===== src/design/ctb_pkg.sv =====
// Shared types, control-byte fields and constants of the cascade timer bank.
`timescale 1ns / 1ps
`default_nettype none

package ctb_pkg;

   typedef enum logic [1:0] {
      OP_ADVANCE = 2'd0,
      OP_START   = 2'd1,
      OP_CONTROL = 2'd2,
      OP_NONE    = 2'd3
   } op_type;

   typedef enum logic [1:0] {
      MODE_INACTIVE = 2'd0,
      MODE_PRESCALE = 2'd1,
      MODE_CASCADE  = 2'd2
   } mode_type;

   // control byte fields
   localparam int CTRL_ENABLE_BIT  = 7;
   localparam int CTRL_IRQ_BIT     = 6;
   localparam int CTRL_CASCADE_BIT = 2;

   localparam logic [16:0]        FULL_RELOAD = 17'h10000;
   localparam logic [26:0]        NO_EVENT    = 27'd67108864;
   localparam logic signed [27:0] REM_MIN     = -28'sd134217728;
   localparam logic signed [28:0] REM_FLOOR   = -29'sd134217728;

   typedef struct packed {
      logic        fire;
      op_type      op;
      logic [15:0] value;
      logic [26:0] cycles;
   } cmd_type;

   typedef struct packed {
      logic        expired;
      logic        irq;
      logic        prescaled;
      logic [26:0] due;
      logic [15:0] readback;
   } status_type;

   // prescale code to shift: divide by 1, 64, 256 or 1024
   function automatic logic [3:0] shift_of(input logic [1:0] code);
      logic [3:0] s;
      case (code)
         2'd0:    s = 4'd0;
         2'd1:    s = 4'd6;
         2'd2:    s = 4'd8;
         2'd3:    s = 4'd10;
         default: s = 4'd0;
      endcase
      return s;
   endfunction

endpackage

`default_nettype wire


===== src/design/cascade_timer_bank_core.sv =====
// Top level of the cascade timer bank: request register, timer slices, response register.
`timescale 1ns / 1ps
`default_nettype none

// Bank of NUM_TIMERS 16-bit timers, prescaled or cascaded.
// Request channel (req_valid/req_ready): req_op selects advance time, set start
// value or write control; req_timer_sel names the timer written or read back;
// req_value carries the start value or control byte; req_cycles the elapsed
// cycles of an advance.
// Response channel (rsp_valid/rsp_ready): one response per request with the
// expiry and IRQ flags of that request, the readback of the selected timer
// after it, and the cycles to the earliest prescaled expiry.
// A request accepted into the request register moves into the response register
// once that register is free or draining, and is then presented as a response.
// Throughput: one request per cycle while rsp_ready stays high; the timer update,
// cascade chain and minimum search all sit between the request register and the
// response register, so the timer state is ready for the following request at once.
// Stall: while rsp_ready is low the response holds, one further request waits
// in the request register, and req_ready drops until the response moves.
// Reset: every timer goes inactive with a full reload of 65536 ticks, zero
// count and zero readback; both registers empty.

module cascade_timer_bank_core #(
   parameter int NUM_TIMERS = 4
) (
   input  wire logic        clock,
   input  wire logic        reset,
   input  wire logic        req_valid,
   output      logic        req_ready,
   input  wire logic [1:0]  req_op,
   input  wire logic [1:0]  req_timer_sel,
   input  wire logic [15:0] req_value,
   input  wire logic [26:0] req_cycles,
   output      logic        rsp_valid,
   input  wire logic        rsp_ready,
   output      logic [3:0]  rsp_irq_flags,
   output      logic [3:0]  rsp_overflow_flags,
   output      logic [15:0] rsp_counter_value,
   output      logic [26:0] rsp_next_event
);

   // only the first four timers report flags
   localparam int FLAG_BITS = (NUM_TIMERS < 4) ? NUM_TIMERS : 4;

   // request register
   logic               req_full_ff, req_full_in;
   ctb_pkg::op_type    op_ff;
   logic [1:0]         sel_ff;
   logic [15:0]        value_ff;
   logic [26:0]        cycles_ff;

   // response register
   logic               rsp_full_ff, rsp_full_in;
   logic [3:0]         irq_ff, irq_in;
   logic [3:0]         ovf_ff, ovf_in;
   logic [15:0]        counter_ff, counter_in;
   logic [26:0]        event_ff;
   logic [26:0]        event_in;

   logic               req_take;
   logic               fire;
   ctb_pkg::cmd_type   cmd;
   logic [NUM_TIMERS-1:0] hit;
   ctb_pkg::status_type status [NUM_TIMERS];

   // advance the held request when the response register is free or draining
   assign fire      = req_full_ff && (!rsp_full_ff || rsp_ready);
   assign req_ready = !req_full_ff || fire;
   assign req_take  = req_valid && req_ready;

   always_comb begin
      cmd.fire   = fire;
      cmd.op     = op_ff;
      cmd.value  = value_ff;
      cmd.cycles = cycles_ff;
      for (int t = 0; t < NUM_TIMERS; t++) begin
         hit[t] = (int'(sel_ff) == t);
      end
   end

   // timer slices; each cascaded timer is clocked by the expiry of the one before
   for (genvar t = 0; t < NUM_TIMERS; t++) begin : g_timer
      if (t == 0) begin : g_first
         ctb_timer_slice u_slice (
            .clock   (clock),
            .reset   (reset),
            .cmd     (cmd),
            .hit     (hit[t]),
            .casc_in (1'b0),
            .status  (status[t])
         );
      end else begin : g_chain
         ctb_timer_slice u_slice (
            .clock   (clock),
            .reset   (reset),
            .cmd     (cmd),
            .hit     (hit[t]),
            .casc_in (status[t-1].expired),
            .status  (status[t])
         );
      end
   end

   ctb_event_min #(
      .NUM_TIMERS (NUM_TIMERS)
   ) u_event_min (
      .status     (status),
      .next_event (event_in)
   );

   // collect flags and readback for the response
   always_comb begin
      irq_in     = 4'd0;
      ovf_in     = 4'd0;
      counter_in = 16'd0;
      for (int b = 0; b < FLAG_BITS; b++) begin
         irq_in[b] = status[b].irq;
         ovf_in[b] = status[b].expired;
      end
      for (int t = 0; t < NUM_TIMERS; t++) begin
         if (hit[t]) begin
            counter_in = status[t].readback;
         end
      end
   end

   always_comb begin
      if (req_take) begin
         req_full_in = 1'b1;
      end else if (fire) begin
         req_full_in = 1'b0;
      end else begin
         req_full_in = req_full_ff;
      end

      if (fire) begin
         rsp_full_in = 1'b1;
      end else if (rsp_ready) begin
         rsp_full_in = 1'b0;
      end else begin
         rsp_full_in = rsp_full_ff;
      end
   end

   always_ff @(posedge clock) begin
      if (reset) begin
         req_full_ff <= 1'b0;
         rsp_full_ff <= 1'b0;
      end else begin
         req_full_ff <= req_full_in;
         rsp_full_ff <= rsp_full_in;
      end
   end

   // hold payloads; load the request on a handshake and the response when it fires
   always_ff @(posedge clock) begin
      if (req_take) begin
         op_ff     <= ctb_pkg::op_type'(req_op);
         sel_ff    <= req_timer_sel;
         value_ff  <= req_value;
         cycles_ff <= req_cycles;
      end
      if (fire) begin
         irq_ff     <= irq_in;
         ovf_ff     <= ovf_in;
         counter_ff <= counter_in;
         event_ff   <= event_in;
      end
   end

   assign rsp_valid          = rsp_full_ff;
   assign rsp_irq_flags      = irq_ff;
   assign rsp_overflow_flags = ovf_ff;
   assign rsp_counter_value  = counter_ff;
   assign rsp_next_event     = event_ff;

endmodule

`default_nettype wire


===== src/design/ctb_timer_slice.sv =====
// One timer: its state registers and the next-state logic for a request.
`timescale 1ns / 1ps
`default_nettype none

module ctb_timer_slice (
   input  wire logic                 clock,
   input  wire logic                 reset,
   input  wire ctb_pkg::cmd_type     cmd,
   input  wire logic                 hit,
   input  wire logic                 casc_in,
   output      ctb_pkg::status_type  status
);

   ctb_pkg::mode_type  mode_ff, mode_in;
   logic signed [27:0] rem_ff, rem_in;
   logic [16:0]        reload_ff, reload_in;
   logic [3:0]         shift_ff, shift_in;
   logic               irq_ff, irq_in;
   logic [15:0]        readback_ff, readback_in;

   logic               active;
   logic               expired;
   logic signed [28:0] rem_ext;
   logic signed [28:0] sub_val;
   logic signed [28:0] sum_val;
   logic [26:0]        reload_amt;
   logic signed [27:0] sat_val;
   logic signed [27:0] quot;
   logic [27:0]        neg_quot;
   logic [3:0]         new_shift;
   logic [26:0]        enable_amt;
   logic [16:0]        start_rb;

   always_comb begin
      active     = (mode_ff == ctb_pkg::MODE_PRESCALE) || (mode_ff == ctb_pkg::MODE_CASCADE);
      rem_ext    = {rem_ff[27], rem_ff};
      reload_amt = 27'(reload_ff) << shift_ff;

      // cascaded timers take one count from the timer before, prescaled ones take cycles
      if (mode_ff == ctb_pkg::MODE_CASCADE) begin
         sub_val = casc_in ? (rem_ext - 29'sd1) : rem_ext;
      end else begin
         sub_val = rem_ext - $signed({2'b00, cmd.cycles});
      end

      expired = (cmd.op == ctb_pkg::OP_ADVANCE) && active && (sub_val <= 29'sd0);
      sum_val = expired ? (sub_val + $signed({2'b00, reload_amt})) : sub_val;
      sat_val = (sum_val < ctb_pkg::REM_FLOOR) ? ctb_pkg::REM_MIN : sum_val[27:0];

      quot     = sat_val >>> shift_ff;
      neg_quot = 28'd0 - quot;

      new_shift  = cmd.value[ctb_pkg::CTRL_CASCADE_BIT] ? 4'd0
                                                         : ctb_pkg::shift_of(cmd.value[1:0]);
      enable_amt = 27'(reload_ff) << new_shift;
      start_rb   = ctb_pkg::FULL_RELOAD - reload_ff;

      mode_in     = mode_ff;
      rem_in      = rem_ff;
      reload_in   = reload_ff;
      shift_in    = shift_ff;
      irq_in      = irq_ff;
      readback_in = readback_ff;

      case (cmd.op)
         ctb_pkg::OP_ADVANCE: begin
            if (active) begin
               rem_in      = sat_val;
               readback_in = neg_quot[15:0];
            end
         end
         ctb_pkg::OP_START: begin
            if (hit) begin
               reload_in = ctb_pkg::FULL_RELOAD - {1'b0, cmd.value};
            end
         end
         ctb_pkg::OP_CONTROL: begin
            if (hit) begin
               if (!cmd.value[ctb_pkg::CTRL_ENABLE_BIT]) begin
                  mode_in = ctb_pkg::MODE_INACTIVE;
               end else if (!active) begin
                  mode_in     = cmd.value[ctb_pkg::CTRL_CASCADE_BIT] ? ctb_pkg::MODE_CASCADE
                                                                     : ctb_pkg::MODE_PRESCALE;
                  shift_in    = new_shift;
                  irq_in      = cmd.value[ctb_pkg::CTRL_IRQ_BIT];
                  readback_in = start_rb[15:0];
                  rem_in      = $signed({1'b0, enable_amt});
               end
            end
         end
         default: begin
         end
      endcase

      status.expired   = expired;
      status.irq       = expired && irq_ff;
      status.prescaled = (mode_in == ctb_pkg::MODE_PRESCALE);
      status.due       = rem_in[27] ? 27'd0 : rem_in[26:0];
      status.readback  = readback_in;
   end

   always_ff @(posedge clock) begin
      if (reset) begin
         mode_ff     <= ctb_pkg::MODE_INACTIVE;
         rem_ff      <= 28'sd0;
         reload_ff   <= ctb_pkg::FULL_RELOAD;
         shift_ff    <= 4'd0;
         irq_ff      <= 1'b0;
         readback_ff <= 16'd0;
      end else if (cmd.fire) begin
         mode_ff     <= mode_in;
         rem_ff      <= rem_in;
         reload_ff   <= reload_in;
         shift_ff    <= shift_in;
         irq_ff      <= irq_in;
         readback_ff <= readback_in;
      end
   end

endmodule

`default_nettype wire


===== src/design/ctb_event_min.sv =====
// Earliest prescaled expiry over the bank after a request.
`timescale 1ns / 1ps
`default_nettype none

module ctb_event_min #(
   parameter int NUM_TIMERS = 4
) (
   input  wire ctb_pkg::status_type status [NUM_TIMERS],
   output      logic [26:0]         next_event
);

   always_comb begin
      next_event = ctb_pkg::NO_EVENT;
      for (int t = 0; t < NUM_TIMERS; t++) begin
         if (status[t].prescaled && (status[t].due < next_event)) begin
            next_event = status[t].due;
         end
      end
   end

endmodule

`default_nettype wire

===== config.mk =====
export PLATFORM = sky130hd
export DESIGN_NAME = cascade_timer_bank_core
export DESIGN_NICKNAME = d
export VERILOG_FILES = /design/src/design/ctb_pkg.sv /design/src/design/cascade_timer_bank_core.sv /design/src/design/ctb_timer_slice.sv /design/src/design/ctb_event_min.sv
export SDC_FILE = /design/constraint.sdc
export NUM_CORES = 2
export LEC_CHECK = 0
export ABC_AREA = 0
export BUFFER_PORTS_ARGS = -buffer_cell sky130_fd_sc_hd__buf_2
export CORE_ASPECT_RATIO = 1.1
export CORE_MARGIN = 2
export CORE_UTILIZATION = 55
export DETAILED_ROUTE_END_ITERATION = 7
export MAX_ROUTING_LAYER = met4
export PLACE_DENSITY = 0.74
export SYNTH_ARGS = -nofsm -noshare
export SYNTH_HDL_FRONTEND = slang
export SYNTH_SLANG_ARGS = --single-unit

===== constraint.sdc =====
create_clock -name clock -period 34.5 [get_ports clock]
set_input_delay 1.725 -clock clock [delete_from_list [all_inputs] [get_ports clock]]
set_output_delay 1.725 -clock clock [all_outputs]
set_load 0.05 [all_outputs]

; Word level (Yosys, flattened, before mapping)
; Cells that the tools add are included.
[word_totals]
register_bits = 372
output_inout_bits = 53
[classes]
n_reduce_logical = 39
n_mux = 90
magnitude_cmp = 12
bitwise_logic = 4
shifts = 12
add_sub_neg = 20
eq_ne = 20
[op_table]
columns = operator, count
row1 = 28-bit 2-to-1 mux, 20
row2 = 16-bit 2-to-1 mux, 20
row3 = 29-bit 2-to-1 mux, 11
row4 = 28-bit one-hot mux with 2 select lines, 4
row5 = 27-bit 2-to-1 mux, 8
row6 = 17-bit by 4-bit left shift with 27-bit output, 8
row7 = 16-bit one-hot mux with 2 select lines, 4
row8 = "1-bit by 16-bit subtractor with 16-bit output, first input constant", 8
row9 = 29-bit by 28-bit adder with 29-bit output, 4
row10 = "29-bit by 1-bit less-or-equal comparator with 1-bit output, second input constant", 4
row11 = "29-bit by 28-bit less-than comparator with 1-bit output, second input constant", 4
row12 = 28-bit by 28-bit subtractor with 29-bit output, 4
row13 = 28-bit by 4-bit >>> shifter with 16-bit output, 4
row14 = "28-bit by 2-bit subtractor with 29-bit output, second input constant", 3
row15 = 27-bit less-than comparator, 3
row16 = 2-bit 2-to-1 mux, 17
row17 = "27-bit less-than comparator, second input constant", 1
row18 = "2-bit by 1-bit equality test with 1-bit output, second input constant", 11
row19 = 5-bit AND reduction, 4
row20 = "2-bit equality test, second input constant", 9
row21 = 1-bit logical AND, 18
row22 = "17-bit by 16-bit subtractor with 17-bit output, first input constant", 1
row23 = 4-bit one-hot mux with 4 select lines, 1
row24 = 3-bit AND reduction, 4
row25 = other kinds (7), 22

; Depth between registers and ports, before layout
[logic_depth]
depth_word = 25
mapped_depth = 88

; By module
; A second synthesis with hierarchy kept.
[hier_totals]
cells_unflattened = 7639
area_unflattened_um2 = 54283.3
[modules_own_cells]
columns = mod, cells_each, n_inst, area_each_um2
row1 = ctb_timer_slice (g_timer[0].g_first.u_slice ...), 1747, 2, 11877.6
row2 = ctb_timer_slice (g_timer[2].g_chain.u_slice), 1792, 1, 12045.3
row3 = ctb_timer_slice (g_timer[3].g_chain.u_slice), 1803, 1, 12019.0
row4 = cascade_timer_bank_core, 133, 1, 3445.8
row5 = ctb_event_min, 417, 1, 3017.9

; Worst setup path before layout
; No wires, ideal clock.
[synth_path]
path_type = reg-to-reg
startpoint = register cycles_ff[0]
endpoint = register event_ff[16], in the netlist rsp_next_event[16] (data pin)
path_slack_ns = 19.930
path_stages_with_launch = 80
period_less_slack_ns = 14.570
arrival_ns = 14.310
path_cell_list = edfxtp_1 ha_1 fa_1 nor2b_1 o2111ai_1 a2111oi_0 nor3_2 o21ai_1 a221o_1 mux2_4 nor4_4 a31oi_1 buf_4 buf_6 buf_6 o31ai_1 a31oi_2 nor4_2 [... 44 more ...] clkbuf_1 clkbuf_1 nand2_1 o21ai_0 ha_1 nor2b_1 o21ai_0 nand2b_1 a21oi_1 nor2b_1 o21ai_0 nand2b_1 a21oi_1 or3_1 o2111ai_1 a21oi_1 buf_2 mux2_2
[synth_via]
elab_chain_len = 25
word_cells_on_any_way = 59
cone_classes = add/sub (8) / order compare (12) / mux (31) / reduce/logical (8)
[synth_rtl]
columns = element, line
row1 = "start, declared", cascade_timer_bank_core.sv:50  ; logic [26:0] cycles_ff;
row2 = "start signal, assigned", cascade_timer_bank_core.sv:161  ; cycles_ff <= req_cycles;
row3 = 28-bit by 28-bit subtractor with 29-bit output, ctb_timer_slice.sv:43  ; sub_val = rem_ext - $signed({2'b00, cmd.cycles});
row4 = 29-bit 2-to-1 mux, ctb_timer_slice.sv:40  ; if (mode_ff == ctb_pkg::MODE_CASCADE) begin
row5 = 29-bit by 1-bit less-or-equal comparator with 1-bit output, ctb_timer_slice.sv:46  ; expired = (cmd.op == ctb_pkg::OP_ADVANCE) && active && (sub_val <= 29'sd0);
row6 = 1-bit logical AND, ctb_timer_slice.sv:46
row7 = 29-bit 2-to-1 mux, ctb_timer_slice.sv:41  ; sub_val = casc_in ? (rem_ext - 29'sd1) : rem_ext;
row8 = 29-bit 2-to-1 mux, ctb_timer_slice.sv:40
row9 = 29-bit by 1-bit less-or-equal comparator with 1-bit output, ctb_timer_slice.sv:46
row10 = 1-bit logical AND, ctb_timer_slice.sv:46
row11 = [... 10 more ...], n/a
row12 = 28-bit 2-to-1 mux, ctb_timer_slice.sv:48  ; sat_val = (sum_val < ctb_pkg::REM_FLOOR) ? ctb_pkg::REM_MIN : sum_val[27:0];
row13 = 28-bit 2-to-1 mux, ctb_timer_slice.sv:67  ; if (active) begin
row14 = 28-bit one-hot mux with 2 select lines, ctb_timer_slice.sv:65  ; case (cmd.op)
row15 = 27-bit 2-to-1 mux, ctb_timer_slice.sv:98  ; status.due = rem_in[27] ? 27'd0 : rem_in[26:0];
row16 = 27-bit less-than comparator, ctb_event_min.sv:15  ; if (status[t].prescaled && (status[t].due < next_event)) begin
row17 = 1-bit logical AND, ctb_event_min.sv:15
row18 = 27-bit 2-to-1 mux (*), ctb_event_min.sv:15
row19 = via event_in[16], cascade_timer_bank_core.sv:58  ; logic [26:0] event_in;
row20 = "end signal, assigned", cascade_timer_bank_core.sv:167  ; event_ff <= event_in;
row21 = "end, declared", cascade_timer_bank_core.sv:57  ; logic [26:0] event_ff;
; Mark *: on every way through the listed nets, which the timed path passes. The rest lies on a longest branch.
; A chain may end at the register's enable or synchronous reset.

; Final worst setup path
[layout_path]
startpoint = register cycles_ff[0]
endpoint = register event_ff[24], in the netlist rsp_next_event[24] (data pin)
; Same word-level chain as after synthesis.

==> impl_metrics.tcl <==
set metrics [dict create \
    finClkSkew_ns 0.04096 \
    final.min_clock_period_ns 18.71 \
    ys.flop_type "dfxtp_1" \
    peakVddDrop_mv 0.05830 \
    syn_nets 6850 \
    async_flop_share_pct 0 \
    synth_seq_cells 368 \
    critical_path.max_fanout 27 \
    cts.sinks 368 \
    synth_top_area_cell "dfxtp_1" \
    drt-initial-drc-count 8898 \
    status "finished with violations" \
    tritoncts "yes" \
    cts_setup_buffers 0 \
    design_area_sq_mm 0.04907 \
    start_util_pct 55.57 \
    rsz0062_at_grt "no" \
    avgSynthCellArea_sq_um 7.147 \
    rows 111 \
    overflow 0 \
    synth_cells 6479 \
    setup_violations 0 \
    netlist_top_cells_count "nor2_1 (804), nand2_1 (778), a21oi_1 (488)" \
    hold_violations 0 \
    routed_wl_um 227600 \
    end_kind "flip-flop" \
    hp-class "flip-flop to flip-flop" \
    drc 8 \
    path_clk_slew_ns 0.07 \
    clkLatencyLatePin_ns 0.65 \
    final_util_pct 58.89 \
    yosysUniqueCellTypes 126 \
    holdBufCountCts 0 \
    ant_nets 0 \
    critical_path.top_delay_family "compound AO/OA/AOI/OAI gates" \
    cp.required_ns 34.87 \
    gp_congestion 1.134 \
    hold_ws_ns 0.4499 \
    leakagePower_nw 19.66 \
    synth.yosys.seq_area_share_pct 18.03 \
    portBuffers 103 \
    r2r_slack_ns 15.79 \
    cp_slowest_cell "a222oi_1" \
    drt_first_pass_iters 8 \
    viasPerCell 7.247 \
    cellPowerDensity_mw_per_mm2 34.95 \
    grt.total_usage_pct 52.42 \
    dieArea_sq_mm 0.08653 \
    min_period_over_period_pct 54.23 \
    grt_pass1_wl_um 326600 \
    synth_top_area_share_pct 11.67 \
    critPathLaunchType "flip-flop" \
    synth.most_common_cell "nor2_1" \
    slew-limit-headroom_pct -1.516 \
    die_y_um 308.3 \
    cap_violations 0 \
    dpl.hpwl_um 172700 \
    grt_start_max_net_pins 128 \
    grt_pass1_vias 48460 \
    areaGrowthSynthToFinish_pct 5.969 \
    fp.dieW_um 280.7 \
    cts_max_path_buffers 3 \
    design.core.area_sq_mm 0.08333 \
    violations "DRC, slew limit" \
    wl_per_cell_um 30.70 \
    crit_top_cell "o21ai_0" \
    place_area_sq_mm 0.04747 \
    nets 6661 \
    cp_num_buf_inv 3 \
    numCtsBuffers 45 \
    fmax_mhz 53.45 \
    place_ws_ns 16.38 \
    worstSetupPathType "flip-flop to flip-flop" \
    setup-tns-final_ns 0 \
    arrival_ns 19.08 \
    syn_area_sq_mm 0.04631 \
    antenna_found_initial 14 \
    cp_slowest_stage_delay_ns 1.20 \
    io_pins 104 \
    yosysWarnings 0 \
    synth_edf_count 98 \
    final_max_slew_viol_count 2 \
    tightest_slew_ns 1.523 \
    cts-root-buf "clkbuf_16" \
    setup_slack_ns 15.79 \
    vias 53730 \
    cts_resized 0 \
    ys_top_cells_by_area "dfxtp_1 (12%), ha_1 (8.4%), nor2_1 (6.5%)" \
    drive_gt1_share_pct 9.042 \
    h-tree-depth 2 \
]
power breakdown:
part	internal, mW	leakage [nW]	switching, mW	total (mW)
clock	0.300	0.770	0.232	0.532
sequential	0.462	3.13	0.0286	0.491
combinational	0.219	15.8	0.474	0.692
total	0.981	19.7	0.735	1.72
placed cells by master, fill, tap and decap left out, drive strengths merged, types with 72 or more instances in the layout:
master / n
a21o: 79
mux2i: 262
buf: 238
nor4: 72
nand2: 779
inv: 269
nor3: 243
nor2: 807
or3: 72
a31oi: 81
xor2: 104
nand3: 129
a211oi: 169
dfxtp: 270
o21ai: 407
xnor2: 199
edfxtp: 98
ha: 312
a21oi: 492
layer usage:
metal | track usage, % | share of wire [%] | vias to the layer above
met1 | 62.03 | 36 | 24890
li1 | - | - | 23360
met2 | 74.22 | 40 | 4241
met4 | 41.15 | 10 | 0
met3 | 15.17 | 13 | 1238
met5 | - | 0 | -
area by class of cell:
cell class | count | area, sq um
Fill cell | 7828 | 34260
Inverter | 266 | 1006
Timing Repair Buffer | 238 | 1539
Sequential cell | 368 | 8356
Clock buffer | 54 | 1170
Antenna cell | 15 | 37.54
Clock inverter | 29 | 395.4
Multi-Input combinational cell | 5371 | 35230
Tap cell | 1073 | 1343
tightest hold or removal path, delay by kind of cell (launching register included):
family	cells	cell delay (ns)
and+or+nand+nor	1	0.05
DFF	1	0.30
AOI/OAI and AO/OA	1	0.05
stage by stage:
stage	power, mW	instances
after detailed placement	1.147	7316
after floorplan	0.9221	6479
after CTS	1.668	7399
after global placement	1.145	7316
final	1.715	7414
after global routing	1.750	7412
state kept, by name, summed over array words and instances, names as in the netlist, 3 cells and up:
name and flops:
g_timer.g_chain.u_slice.shift_ff 9, rsp_counter_value 16, g_timer.g_chain.u_slice.reload_ff 51, g_timer.g_chain.u_slice.mode_ff 6
g_timer.g_chain.u_slice.irq_ff 3, g_timer.g_first.u_slice.rem_ff 28, g_timer.g_chain.u_slice.readback_ff 48, g_timer.g_chain.u_slice.rem_ff 84
rsp_irq_flags 4, g_timer.g_first.u_slice.reload_ff 17, rsp_overflow_flags 4, cycles_ff 27
g_timer.g_first.u_slice.readback_ff 16, value_ff 16, g_timer.g_first.u_slice.shift_ff 3, rsp_next_event 27
cells by family (layout without fill, tap and decap cells):
| logic type | count (synthesis) | after routing | synth area share [%] |
|---|---|---|---|
| and+or+nand+nor | 2537 | 2537 | 25.58 |
| AOI/OAI and AO/OA | 1852 | 1852 | 26.54 |
| buffers and inverters | 740 | 587 | 6.182 |
| DFF | 368 | 368 | 18.03 |
| muxes | 358 | 358 | 9.133 |
| adders and majority gates | 321 | 321 | 8.798 |
| xor gates and xnor gates | 303 | 303 | 5.731 |
| other | 0 | 15 | 0 |
worst paths after layout:
check	start	end	cells past startpoint
min	g_timer[3].g_chain.u_slice.irq_ff$_SDFFE_PP0P_	g_timer[3].g_chain.u_slice.irq_ff$_SDFFE_PP0P_	2
min reg2reg	g_timer[3].g_chain.u_slice.irq_ff$_SDFFE_PP0P_	g_timer[3].g_chain.u_slice.irq_ff$_SDFFE_PP0P_	2
max	cycles_ff[0]$_DFFE_PP_	rsp_next_event[24]$_DFFE_PP_	64
max reg2reg	cycles_ff[0]$_DFFE_PP_	rsp_next_event[24]$_DFFE_PP_	64
No activity file was read; power rests on OpenSTA's default activity.
